## config.mk

```make
export PLATFORM = sky130hd
export DESIGN_NAME = arp_cache_with_aging_unit
export DESIGN_NICKNAME = d
export VERILOG_FILES = /design/src/rtl/core/arpc_pkg.sv /design/src/rtl/core/arpc_ram.sv /design/src/rtl/core/arpc_ctrl.sv /design/src/rtl/core/arpc_dp.sv /design/src/rtl/core/arp_cache_with_aging_unit.sv
export SDC_FILE = /design/constraint.sdc
export NUM_CORES = 2
export LEC_CHECK = 0
export ABC_AREA = 1
export BUFFER_PORTS_ARGS = -buffer_cell sky130_fd_sc_hd__buf_4
export CAP_MARGIN = 0
export CORE_MARGIN = 5
export CORE_UTILIZATION = 30
export DETAILED_ROUTE_END_ITERATION = 16
export REMOVE_ABC_BUFFERS = 1
export SLEW_MARGIN = 0
export SYNTH_ARGS = -nofsm -noshare
export SYNTH_HDL_FRONTEND = slang
export SYNTH_SLANG_ARGS = --single-unit
```

## constraint.sdc

```tcl
create_clock -name clk -period 10.74 [get_ports clk]
set_input_delay 1.074 -clock clk [delete_from_list [all_inputs] [get_ports clk]]
set_output_delay 1.074 -clock clk [all_outputs]
set_load 0.03 [all_outputs]
```

## src/rtl/core/arpc_pkg.sv

```systemverilog
// shared types and constants for the arp cache with aging
package arpc_pkg;

  // default slot count handed to the top level
  localparam int ENTRIES_DEF = 16;
  // interfaces that may hold entries; a request on a higher index is refused
  localparam int IFACES = 4;
  // reset value of the timeout register
  localparam logic [15:0] TIMEOUT_RESET = 16'd15;

  // request commands
  localparam logic [1:0] CMD_ADD    = 2'd0;
  localparam logic [1:0] CMD_LOOKUP = 2'd1;
  localparam logic [1:0] CMD_TICK   = 2'd2;

  // result status codes
  localparam logic [2:0] ST_UPDATED  = 3'd0;
  localparam logic [2:0] ST_INSERTED = 3'd1;
  localparam logic [2:0] ST_FULL     = 3'd2;
  localparam logic [2:0] ST_LOOKUP   = 3'd3;
  localparam logic [2:0] ST_TICK     = 3'd4;

  // one slot of the cache memory
  typedef struct packed {
    logic [31:0] ip;
    logic [1:0]  iface;
    logic [47:0] mac;
    logic [31:0] stamp;
  } slot_t;

  // commands from controller to datapath
  typedef struct packed {
    logic       load;
    logic       scan_step;
    logic       live_only;
    logic       finish;
    logic       wr_en;
    logic       wr_sel_free;
    logic       tick;
    logic       res_hit;
    logic [2:0] res_status;
  } ctl_cmd_t;

  // status from datapath to controller
  typedef struct packed {
    logic scan_last;
    logic iface_ok;
    logic match_found;
    logic free_found;
    logic out_busy;
  } dp_stat_t;

endpackage

```

## src/rtl/core/arpc_ram.sv

```systemverilog
// generic single-write, single-read ram with registered read data
module arpc_ram #(
  parameter int WIDTH = 8,
  parameter int DEPTH = 16,
  parameter int AW    = (DEPTH > 1) ? $clog2(DEPTH) : 1
) (
  input  logic             clk,
  input  logic             wr_en,
  input  logic [AW-1:0]    wr_addr,
  input  logic [WIDTH-1:0] wr_data,
  input  logic             rd_en,
  input  logic [AW-1:0]    rd_addr,
  output logic [WIDTH-1:0] rd_data
);

  logic [WIDTH-1:0] mem [DEPTH];

  // write port and registered read port
  always_ff @(posedge clk) begin
    if (wr_en) begin
      mem[wr_addr] <= wr_data;
    end
    if (rd_en) begin
      rd_data <= mem[rd_addr];
    end
  end

endmodule

```

## src/rtl/core/arpc_ctrl.sv

```systemverilog
// controller state machine for the arp cache: accept, scan, drain, finish
module arpc_ctrl import arpc_pkg::*; (
  input  logic       clk,
  input  logic       rst,
  input  logic       in_valid,
  output logic       in_stall,
  input  logic [1:0] command,
  input  dp_stat_t   stat,
  output ctl_cmd_t   ctl
);

  typedef enum logic [3:0] {
    S_IDLE   = 4'b0001,
    S_SCAN   = 4'b0010,
    S_DRAIN  = 4'b0100,
    S_FINISH = 4'b1000
  } state_t;

  state_t     state;
  state_t     state_next;
  logic [1:0] op;
  logic [1:0] op_next;

  // take a request only while idle
  assign in_stall = (state != S_IDLE);

  // next state and datapath commands
  always_comb begin
    state_next    = state;
    op_next       = op;
    ctl           = '0;
    ctl.live_only = (op == CMD_LOOKUP);
    unique case (state)
      S_IDLE: begin
        if (in_valid) begin
          ctl.load = 1'b1;
          op_next  = command;
          unique case (command)
            CMD_ADD, CMD_LOOKUP: state_next = S_SCAN;
            CMD_TICK:            state_next = S_FINISH;
            default:             state_next = S_IDLE;
          endcase
        end
      end
      S_SCAN: begin
        ctl.scan_step = 1'b1;
        if (stat.scan_last) begin
          state_next = S_DRAIN;
        end
      end
      S_DRAIN: begin
        state_next = S_FINISH;
      end
      S_FINISH: begin
        if (!stat.out_busy) begin
          ctl.finish = 1'b1;
          state_next = S_IDLE;
          unique case (op)
            CMD_ADD: begin
              priority if (!stat.iface_ok) begin
                ctl.res_status = ST_FULL;
              end else if (stat.match_found) begin
                ctl.wr_en      = 1'b1;
                ctl.res_status = ST_UPDATED;
              end else if (stat.free_found) begin
                ctl.wr_en       = 1'b1;
                ctl.wr_sel_free = 1'b1;
                ctl.res_status  = ST_INSERTED;
              end else begin
                ctl.res_status = ST_FULL;
              end
            end
            CMD_LOOKUP: begin
              ctl.res_hit    = stat.match_found && stat.iface_ok;
              ctl.res_status = ST_LOOKUP;
            end
            default: begin
              ctl.tick       = 1'b1;
              ctl.res_status = ST_TICK;
            end
          endcase
        end
      end
      default: begin
        state_next = S_IDLE;
      end
    endcase
  end

  // state registers
  always_ff @(posedge clk) begin
    if (rst) begin
      state <= S_IDLE;
      op    <= CMD_ADD;
    end else begin
      state <= state_next;
      op    <= op_next;
    end
  end

endmodule

```

## src/rtl/core/arpc_dp.sv

```systemverilog
// datapath of the arp cache: slot memory, valid bits, scan compare, result register
module arpc_dp import arpc_pkg::*; #(
  parameter int ENTRIES = ENTRIES_DEF
) (
  input  logic        clk,
  input  logic        rst,
  input  logic        cfg_wr_en,
  input  logic [15:0] cfg_wr_data,
  input  logic [31:0] ip_addr,
  input  logic [1:0]  iface,
  input  logic [47:0] mac_in,
  input  ctl_cmd_t    ctl,
  output dp_stat_t    stat,
  input  logic        out_stall,
  output logic        out_valid,
  output logic        hit,
  output logic [47:0] mac_out,
  output logic [2:0]  status
);

  localparam int IDXW = (ENTRIES > 1) ? $clog2(ENTRIES) : 1;
  localparam int SW   = $bits(slot_t);

  logic [15:0]        timeout;
  logic [31:0]        now_seconds;
  logic [31:0]        req_ip;
  logic [1:0]         req_iface;
  logic [47:0]        req_mac;
  logic [IDXW-1:0]    rd_addr;
  logic               chk_vld;
  logic [IDXW-1:0]    chk_idx;
  logic [ENTRIES-1:0] slot_valid;
  logic               match_found;
  logic [IDXW-1:0]    match_idx;
  logic [47:0]        match_mac;
  logic               free_found;
  logic [IDXW-1:0]    free_idx;

  logic [SW-1:0]      rd_word;
  slot_t              rd_slot;
  slot_t              wr_slot;
  logic               wr_en;
  logic [IDXW-1:0]    wr_addr;
  logic               cur_valid;
  logic [31:0]        age;
  logic               stale;
  logic               key_eq;
  logic               is_match;
  logic               is_free;
  logic               clear_stale;

  // slot memory
  arpc_ram #(
    .WIDTH (SW),
    .DEPTH (ENTRIES),
    .AW    (IDXW)
  ) u_slots (
    .clk     (clk),
    .wr_en   (wr_en),
    .wr_addr (wr_addr),
    .wr_data (wr_slot),
    .rd_en   (ctl.scan_step),
    .rd_addr (rd_addr),
    .rd_data (rd_word)
  );

  // write side: refresh the matching slot or claim the free one
  assign wr_en         = ctl.finish && ctl.wr_en;
  assign wr_addr       = ctl.wr_sel_free ? free_idx : match_idx;
  assign wr_slot.ip    = req_ip;
  assign wr_slot.iface = req_iface;
  assign wr_slot.mac   = req_mac;
  assign wr_slot.stamp = now_seconds;

  // compare stage on the slot read in the previous cycle
  assign rd_slot     = slot_t'(rd_word);
  assign cur_valid   = slot_valid[chk_idx];
  assign age         = now_seconds - rd_slot.stamp;
  assign stale       = (age > {16'd0, timeout});
  assign key_eq      = (rd_slot.ip == req_ip) && (rd_slot.iface == req_iface);
  assign is_match    = chk_vld && cur_valid && key_eq && (!ctl.live_only || !stale);
  assign is_free     = chk_vld && (!cur_valid || stale);
  assign clear_stale = chk_vld && ctl.live_only && cur_valid && stale;

  // status toward the controller
  assign stat.scan_last   = (rd_addr == IDXW'(ENTRIES - 1));
  assign stat.iface_ok    = (32'(req_iface) < IFACES);
  assign stat.match_found = match_found;
  assign stat.free_found  = free_found;
  assign stat.out_busy    = out_valid && out_stall;

  // request fields and first-hit payloads
  always_ff @(posedge clk) begin
    if (ctl.load) begin
      req_ip    <= ip_addr;
      req_iface <= iface;
      req_mac   <= mac_in;
    end
    chk_idx <= rd_addr;
    if (is_match && !match_found) begin
      match_idx <= chk_idx;
      match_mac <= rd_slot.mac;
    end
    if (is_free && !free_found) begin
      free_idx <= chk_idx;
    end
    if (ctl.finish) begin
      hit     <= ctl.res_hit;
      mac_out <= ctl.res_hit ? match_mac : 48'd0;
      status  <= ctl.res_status;
    end
  end

  // scan control, valid bits, clock and timeout
  always_ff @(posedge clk) begin
    if (rst) begin
      timeout     <= TIMEOUT_RESET;
      now_seconds <= '0;
      rd_addr     <= '0;
      chk_vld     <= 1'b0;
      slot_valid  <= '0;
      match_found <= 1'b0;
      free_found  <= 1'b0;
      out_valid   <= 1'b0;
    end else begin
      if (cfg_wr_en) begin
        timeout <= cfg_wr_data;
      end
      if (ctl.finish && ctl.tick) begin
        now_seconds <= now_seconds + 32'd1;
      end
      if (ctl.load) begin
        rd_addr <= '0;
      end else if (ctl.scan_step) begin
        rd_addr <= rd_addr + IDXW'(1);
      end
      chk_vld <= ctl.scan_step;
      if (ctl.load) begin
        match_found <= 1'b0;
        free_found  <= 1'b0;
      end else begin
        if (is_match) begin
          match_found <= 1'b1;
        end
        if (is_free) begin
          free_found <= 1'b1;
        end
      end
      if (wr_en) begin
        slot_valid[wr_addr] <= 1'b1;
      end else if (clear_stale) begin
        slot_valid[chk_idx] <= 1'b0;
      end
      if (ctl.finish) begin
        out_valid <= 1'b1;
      end else if (!out_stall) begin
        out_valid <= 1'b0;
      end
    end
  end

  // a slot is written only when the scan found one
  a_write_has_slot: assert property (@(posedge clk) disable iff (rst)
    wr_en |-> (match_found || free_found))
    else $error("slot write without a found slot");

  // valid bits move only by an aging clear or a finishing write
  a_valid_stable: assert property (@(posedge clk) disable iff (rst)
    (!ctl.finish && !chk_vld) |=> $stable(slot_valid))
    else $error("valid bits changed outside scan or finish");

  // a hit is reported only with a recorded match
  a_hit_has_match: assert property (@(posedge clk) disable iff (rst)
    (ctl.finish && ctl.res_hit) |-> match_found)
    else $error("hit reported without a match");

  // a new result appears only after a finish command
  a_result_from_finish: assert property (@(posedge clk) disable iff (rst)
    $rose(out_valid) |-> $past(ctl.finish))
    else $error("result appeared without finish");

endmodule

```

## src/rtl/core/arp_cache_with_aging_unit.sv

```systemverilog
// IPv4-to-MAC cache with aging: ENTRIES slots keyed on address and interface.
// An add or lookup request scans every slot, one memory read per cycle, before
// it gives its result; a tick goes straight to the finish step, and a request
// with command 3 is taken and gives no result. The single read port of the
// slot memory is why the scan reads one slot at a time. One request is in work
// at a time; a finished result sits in an output register, so the next request
// is accepted while it waits, and the finish step waits only while that
// register is still full and stalled. Valid bits are cleared by reset at once,
// there is no clearing pass. The timeout register (reset 15 seconds) is
// written through cfg_wr_en and cfg_wr_data; the user must write it only while
// the block is idle, the block itself does not enforce this.
module arp_cache_with_aging_unit import arpc_pkg::*; #(
  parameter int ENTRIES = ENTRIES_DEF
) (
  input  logic        clk,
  input  logic        rst,
  input  logic        cfg_wr_en,
  input  logic [15:0] cfg_wr_data,
  input  logic        in_valid,
  output logic        in_stall,
  input  logic [1:0]  command,
  input  logic [31:0] ip_addr,
  input  logic [1:0]  iface,
  input  logic [47:0] mac_in,
  output logic        out_valid,
  input  logic        out_stall,
  output logic        hit,
  output logic [47:0] mac_out,
  output logic [2:0]  status
);

  ctl_cmd_t ctl;
  dp_stat_t stat;

  // controller
  arpc_ctrl u_ctrl (
    .clk      (clk),
    .rst      (rst),
    .in_valid (in_valid),
    .in_stall (in_stall),
    .command  (command),
    .stat     (stat),
    .ctl      (ctl)
  );

  // datapath
  arpc_dp #(
    .ENTRIES (ENTRIES)
  ) u_dp (
    .clk         (clk),
    .rst         (rst),
    .cfg_wr_en   (cfg_wr_en),
    .cfg_wr_data (cfg_wr_data),
    .ip_addr     (ip_addr),
    .iface       (iface),
    .mac_in      (mac_in),
    .ctl         (ctl),
    .stat        (stat),
    .out_stall   (out_stall),
    .out_valid   (out_valid),
    .hit         (hit),
    .mac_out     (mac_out),
    .status      (status)
  );

endmodule

```

## Yosys cells after proc, flatten, opt, wreduce, memory -nomap -nowiden

Memory sizes are Yosys's and may differ from the RTL's. A register that Yosys moved wholly into a read port is not among the register bits.
Cells that the tools add are included.

- Register bits after elaboration: 272
- Bits in writable memories: 1824
- Input port bits: 105
- Output and inout bits: 54
- Word-level logic and storage cells: 111
- Memories kept: 1

Memory list:

| memory | words | bits a word | rd ports | clocked after memory_dff | write ports | line | text |
|---|---|---|---|---|---|---|---|
| u_dp.u_slots.mem | 16 | 114 | 1 | 1 | 1 | arpc_ram.sv:16 | `logic [WIDTH-1:0] mem [DEPTH];` |

- $add $sub $neg: 3
- Order comparisons: 5
- Eq/ne operators: 15
- Mux-type cells: 32
- Bitwise gates (word level): 4
- Reduce and logical (&&, ||, !) cells: 31

Operators with widths:

| cell | number |
|---|---|
| $add A32 B1 Y32 const B | 1 |
| $eq A32 B32 Y1 | 1 |
| $gt A32 B16 Y1 | 1 |
| $mux W16 | 2 |
| $sub A32 B32 Y32 | 1 |
| $and A16 B16 Y16 | 1 |
| $mux W4 | 4 |
| $mux W8 | 2 |
| $not A16 Y16 | 1 |
| $or A16 B16 Y16 | 1 |
| $pmux W4 S4 | 1 |
| $logic_and A1 B1 Y1 | 15 |
| $mux W1 | 14 |
| $lt A4 B5 Y1 const B | 2 |
| $demux W1 S4 | 2 |
| $eq A4 B4 Y1 const B | 2 |
| $ge A4 B1 Y1 const B | 2 |
| $mux W2 | 4 |
| $pmux W4 S2 | 1 |
| $reduce_or A2 Y1 | 4 |
| $ne A2 B2 Y1 const B | 3 |
| $pmux W3 S2 | 1 |
| $logic_not A1 Y1 | 5 |
| $add A4 B1 Y4 const B | 1 |
| 15 further kinds | 18 |

## Depth between registers and ports, before layout

- Depth in word-level cells: 12
- Depth in mapped cells: 28
- Depth with buffers taken out: 27

## Modules after synthesis

A second synthesis with hierarchy kept.

- Cell total of the unflattened synthesis: 9071
- Area, all modules: 94889.8 µm²

By module, submodules not included:

| module | instances | cells an instance | area each (µm²) | sequential area each (µm²) |
|---|---|---|---|---|
| arpc_ram | 1 | 7480 | 81155.3 | 58195.8 |
| arpc_dp | 1 | 1523 | 13292.7 | 7226.9 |
| arpc_ctrl | 1 | 68 | 441.7 | 120.1 |

## Worst setup path after synthesis

No wires, ideal clock.

- Path kind: flip-flop to flip-flop
- Start point: register u_ctrl.state[3]
- End point: register u_ctrl.state[0]
- Setup time: 491 ps
- Arrival time: 10238 ps
- Data required time: 10249 ps
- Slack: 11 ps
- Cell stages (with the launch flop): 7
- Path buffers: 0
- Period minus slack after synthesis: 10729 ps
- Cells stage by stage: dfxtp_1 > nor2_1 > inv_1 > nor3_1 > o21ai_0 > o211ai_1 > o311ai_0

- Word-level cells in the longest chain between the ends: 3
- Elaborated cells between the ends (all ways): 9
- Classes of those cells: eq/ne (7); mux (1); reduce/logical (1)

RTL lines:

| what | line | text |
|---|---|---|
| start: declaration | arpc_ctrl.sv:19 | `state_t state;` |
| start signal: assignment | arpc_ctrl.sv:96 | `state <= state_next;` |
| $eq A4 B4 Y1 (tied with other cells) | arpc_ctrl.sv:33 | `unique case (state)` |
| $ne A2 B2 Y1 (no source line) | -- |  |
| $reduce_and A3 Y1 (no source line) | -- |  |

Parallel ways exist; a longest one is shown, timed or not.
A chain may end at the register's enable or synchronous reset.

## Worst setup path after layout

- Start point: register u_dp.now_seconds[0]
- End point: register u_dp.match_mac[31] (enable)

- Word-level cells in the longest chain between the ends: 6

RTL lines:

| what | line | text |
|---|---|---|
| start: declaration | arpc_dp.sv:25 | `logic [31:0] now_seconds;` |
| start signal: assignment | arpc_dp.sv:130 | `now_seconds <= now_seconds + 32'd1;` |
| $sub A32 B32 Y32 | arpc_dp.sv:78 | `assign age = now_seconds - rd_slot.stamp;` |
| $gt A32 B16 Y1 | arpc_dp.sv:79 | `assign stale = (age > {16'd0, timeout});` |
| $logic_not A1 Y1 | arpc_dp.sv:81 | `assign is_match = chk_vld && cur_valid && key_eq && (!ctl.live_only \|\| !stale);` |
| $logic_or A1 B1 Y1 | arpc_dp.sv:81 |  |
| $logic_and A1 B1 Y1 | arpc_dp.sv:81 |  |
| $logic_and A1 B1 Y1 | arpc_dp.sv:100 | `if (is_match && !match_found) begin` |
| end signal: assignment | arpc_dp.sv:102 | `match_mac <= rd_slot.mac;` |
| end: declaration | arpc_dp.sv:35 | `logic [47:0] match_mac;` |

No other way between the ends.

==> summary.txt <==
Global routing
  • Vias in the first global route: about 51000
  • Largest net degree at the start of global routing: 230
  • First-pass GRT wire length: 341000 um
  • GR Overflow Total: 0
  • Antenna violations before repair: 6
  • Total track usage: 14.9%

Timing
  • Smallest hold slack: roughly 400 ps
  • Tmin final: 5000 ps
  • Clock skew: 74.9 ps
  • Slew headroom: 22.0%
  • Fin crit share: 46.6%
  • RSZ-0062 raised after global routing: false
  • Slew @ Worst Pin: 1170 ps
  • Final setup margin: 5740 ps
  • Setup Viol. Count Final: 0
  • Fmax: 200 MHz
  • Slew Viols, Final: 0
  • Fin. Hold Viols: 0

Route
  • First drt pass iteration count: 7
  • Total wire length: approximately 230000 um
  • Routed wire per std cell: 21.9 um
  • DR iter-0 viols: 5859
  • Number of vias per cell: 5.01
  • Via count: 52841
  • Final ANT Viol Nets: 0
  • DRC viols: 0

CTS
  • Root Driver: clkbuf_16
  • Total CTS buffers: 208
  • Clock buffer depth: 3
  • Post_cts resized: 0
  • Clk_lat worst skew: 840 ps
  • Hold buffers post-CTS: 0
  • CTS H-tree lvls: 4
  • TritonCTS clock tree: built
  • Clk slew on worst S/H paths: ~60 ps
  • Post-CTS setup buffer count: 0
  • CTS Sinks: ~2200

Setup path
  • Crit path max fanout: 28
  • Crit. End Element: flop
  • Critical Path Source Type: flop
  • WP data arrival: 5470 ps
  • Worst path required time: 11210 ps
  • Critical path class: reg -> reg

Yosys
  • Distinct cells, synth: 49
  • Top FF cell, synth: edfxtp_1
  • Synth Instances: 6403
  • Mapped cell area: 87100 um^2
  • Post-synth EDFFs: 2128
  • YS warnings: 0
  • Synth top area share: about 73%
  • Mapped Avg Cell Area: 13.6 um^2
  • Synth area leaders: edfxtp_1 (73%), nor2_1 (5.1%), o21ai_0 (2.8%), o32ai_1 (2.7%), nand2_1 (2.5%)
  • FFs w/ async S/R, synth: 0%
  • Yosys top cell by area: edfxtp_1
  • Sequential fraction of the synthesis area: 75.3%
  • Post-synthesis register bit count: 2210

Final layout
  • Area growth syn-to-layout: 14.2%
  • Fin area: 99500 um^2
  • Layout cells sized above 1: under 10%
  • Fin util: 34.5%
  • Layout Nets: about 6600

Power
  • Peak supply drop: 0.000159 V
  • Pleak: 0.0314 uW
  • Pwr/cell area: between 150 and 200 nW/um^2
  • Tot Pwr: roughly 17000 uW

Placement
  • Place WS: approximately 5400 ps
  • IO Port Bufs: 158
  • Placer congestion estimate: 0.859
  • Placed Area: 92700 um^2
  • Hpwl dp: 114000 um

Outcome
  • Outcome: finished, final reports clean

Floorplanning
  • Num rows: 197
  • Die span in y: 549 um
  • Starting Density: 30.2%
  • Die ar.: 301000 um^2
  • Core footprint: roughly 290000 um^2
  • IO Pins: 159
  • Die Width: 549 um

Run
  • Max-cap viol count: 0

Worst hold path
  • Hold Path Class: in -> reg
==> cells in the mapped netlist, types with 49 or more instances <==
cell	count
a21oi_1	88
clkbuf_1	314
dfxtp_1	82
edfxtp_1	2128
ha_1	49
inv_1	304
mux2i_1	191
nand2_1	581
nand3_1	256
nor2_1	1177
o21ai_0	494
o221ai_1	192
o32ai_1	265
==> path summary, 6_finish.rpt <==
| path | startpoint | endpoint | slack, ps | cells past startpoint |
|---|---|---|---|---|
| worst min register to register | u_dp.u_slots.rd_data[52] | u_dp.match_mac[20] | 410 | 0 |
| worst min-delay path | mac_in[19] | u_dp.req_mac[19] | 410 | 1 |
| worst max register to register | u_dp.now_seconds[0] | u_dp.match_mac[31] | 5740 | 23 |
| worst max-delay path | u_dp.now_seconds[0] | u_dp.match_mac[31] | 5740 | 23 |
==> kinds of logic (layout without fill, tap and decap cells) <==
| family | after synthesis | after routing | synth area share (%) |
|---|---|---|---|
| AO/OA/AOI/OAI | 1102 | 1102 | 8.48 |
| XOR/XNOR | 46 | 46 | 0.463 |
| adder cells (fa/ha/maj) | 50 | 50 | 0.727 |
| buffers and inverters | 681 | 945 | 2.98 |
| flip-flops | 2210 | 2210 | 75.3 |
| multiplexers | 191 | 191 | 2.20 |
| other | 0 | 1 | 0 |
| AND/OR/NAND/NOR | 2123 | 2123 | 9.88 |
==> through the flow <==
step	TNS, ps	instances
final	0	10548
after global routing	0	10547
after CTS	0	10547
after detailed placement	0	10155
after global placement	0	10155
after floorplan	-6335860	6038
==> power breakdown <==
part           leakage (uW)  internal, uW  switching, uW  total, uW
logic               0.00868           101            229        329
registers            0.0195          9580            167       9750
clock network       0.00326          4100           3190       7290
==> layout by cell type (no fill, tap or decap), drive strengths merged, types with 88 or more instances in the layout <==
| master | synthesis | routed |
|---|---|---|
| edfxtp | 2128 | 2128 |
| nor2 | 1185 | 1185 |
| nand2 | 588 | 588 |
| o21ai | 494 | 494 |
| inv | 312 | 316 |
| clkbuf | 314 | 268 |
| o32ai | 265 | 265 |
| nand3 | 259 | 259 |
| buf | 51 | 237 |
| o221ai | 192 | 192 |
| mux2i | 191 | 191 |
| clkinv | 4 | 95 |
| a21oi | 88 | 88 |
==> critical path, stage by stage (launching register included) <==
cell and delay, ps:
dfxtp_1 660, inv_1 180, ha_1 260, fa_1 420, inv_1 120, nand2_1 60, nand3_1 130, nand2_1 110
nand2_2 130, xor2_1 350, ha_1 190, nand2_1 80, nor4_1 400, nand3_1 130, nand2_1 110, nand3_1 80
nor2_1 90, nand2_1 70, nor2_2 100, nand2_2 90, nand2_1 80, nand3_1 120, nor2_4 140, buf_4 440
==> layout make-up <==
class | count | area [um^2]
well taps | 3880 | 4850
diodes | 1 | 2.50
inverters | 316 | 1210
clock inverters | 124 | 1200
fillers | 27618 | 189000
clock buffers | 268 | 5570
multi-input cells | 3512 | 19100
repair buffers | 237 | 2000
flip-flops and latches | 2210 | 65600
==> routing by layer <==
| layer | global-route usage, % | wire length [um] | up-vias | share of wire [%] |
|---|---|---|---|---|
| met2 | 23.4 | 106000 | 1971 | 46 |
| met4 | 3.27 | 4540 | 0 | 2.0 |
| met1 | 21.5 | 104000 | 26726 | 45 |
| met3 | 2.50 | 16900 | 307 | 7.3 |
| li1 | - | - | 23837 | - |
| met5 | 0 | 0 | - | 0 |
==> flip-flops by register name (all words and copies together) (netlist names), 3 cells and up <==
name                  cells
u_ctrl.state              4
u_dp.match_idx            4
u_dp.now_seconds         32
u_dp.req_ip              32
u_dp.u_slots.mem       1824
u_dp.free_idx             4
u_dp.u_slots.rd_data    114
u_dp.rd_addr              4
u_dp.mac_out             48
u_dp.match_mac           48
u_dp.timeout             16
u_dp.status               3
u_dp.slot_valid          16
u_dp.req_mac             48
u_dp.chk_idx              4
Power figures use the tool's default switching activity.
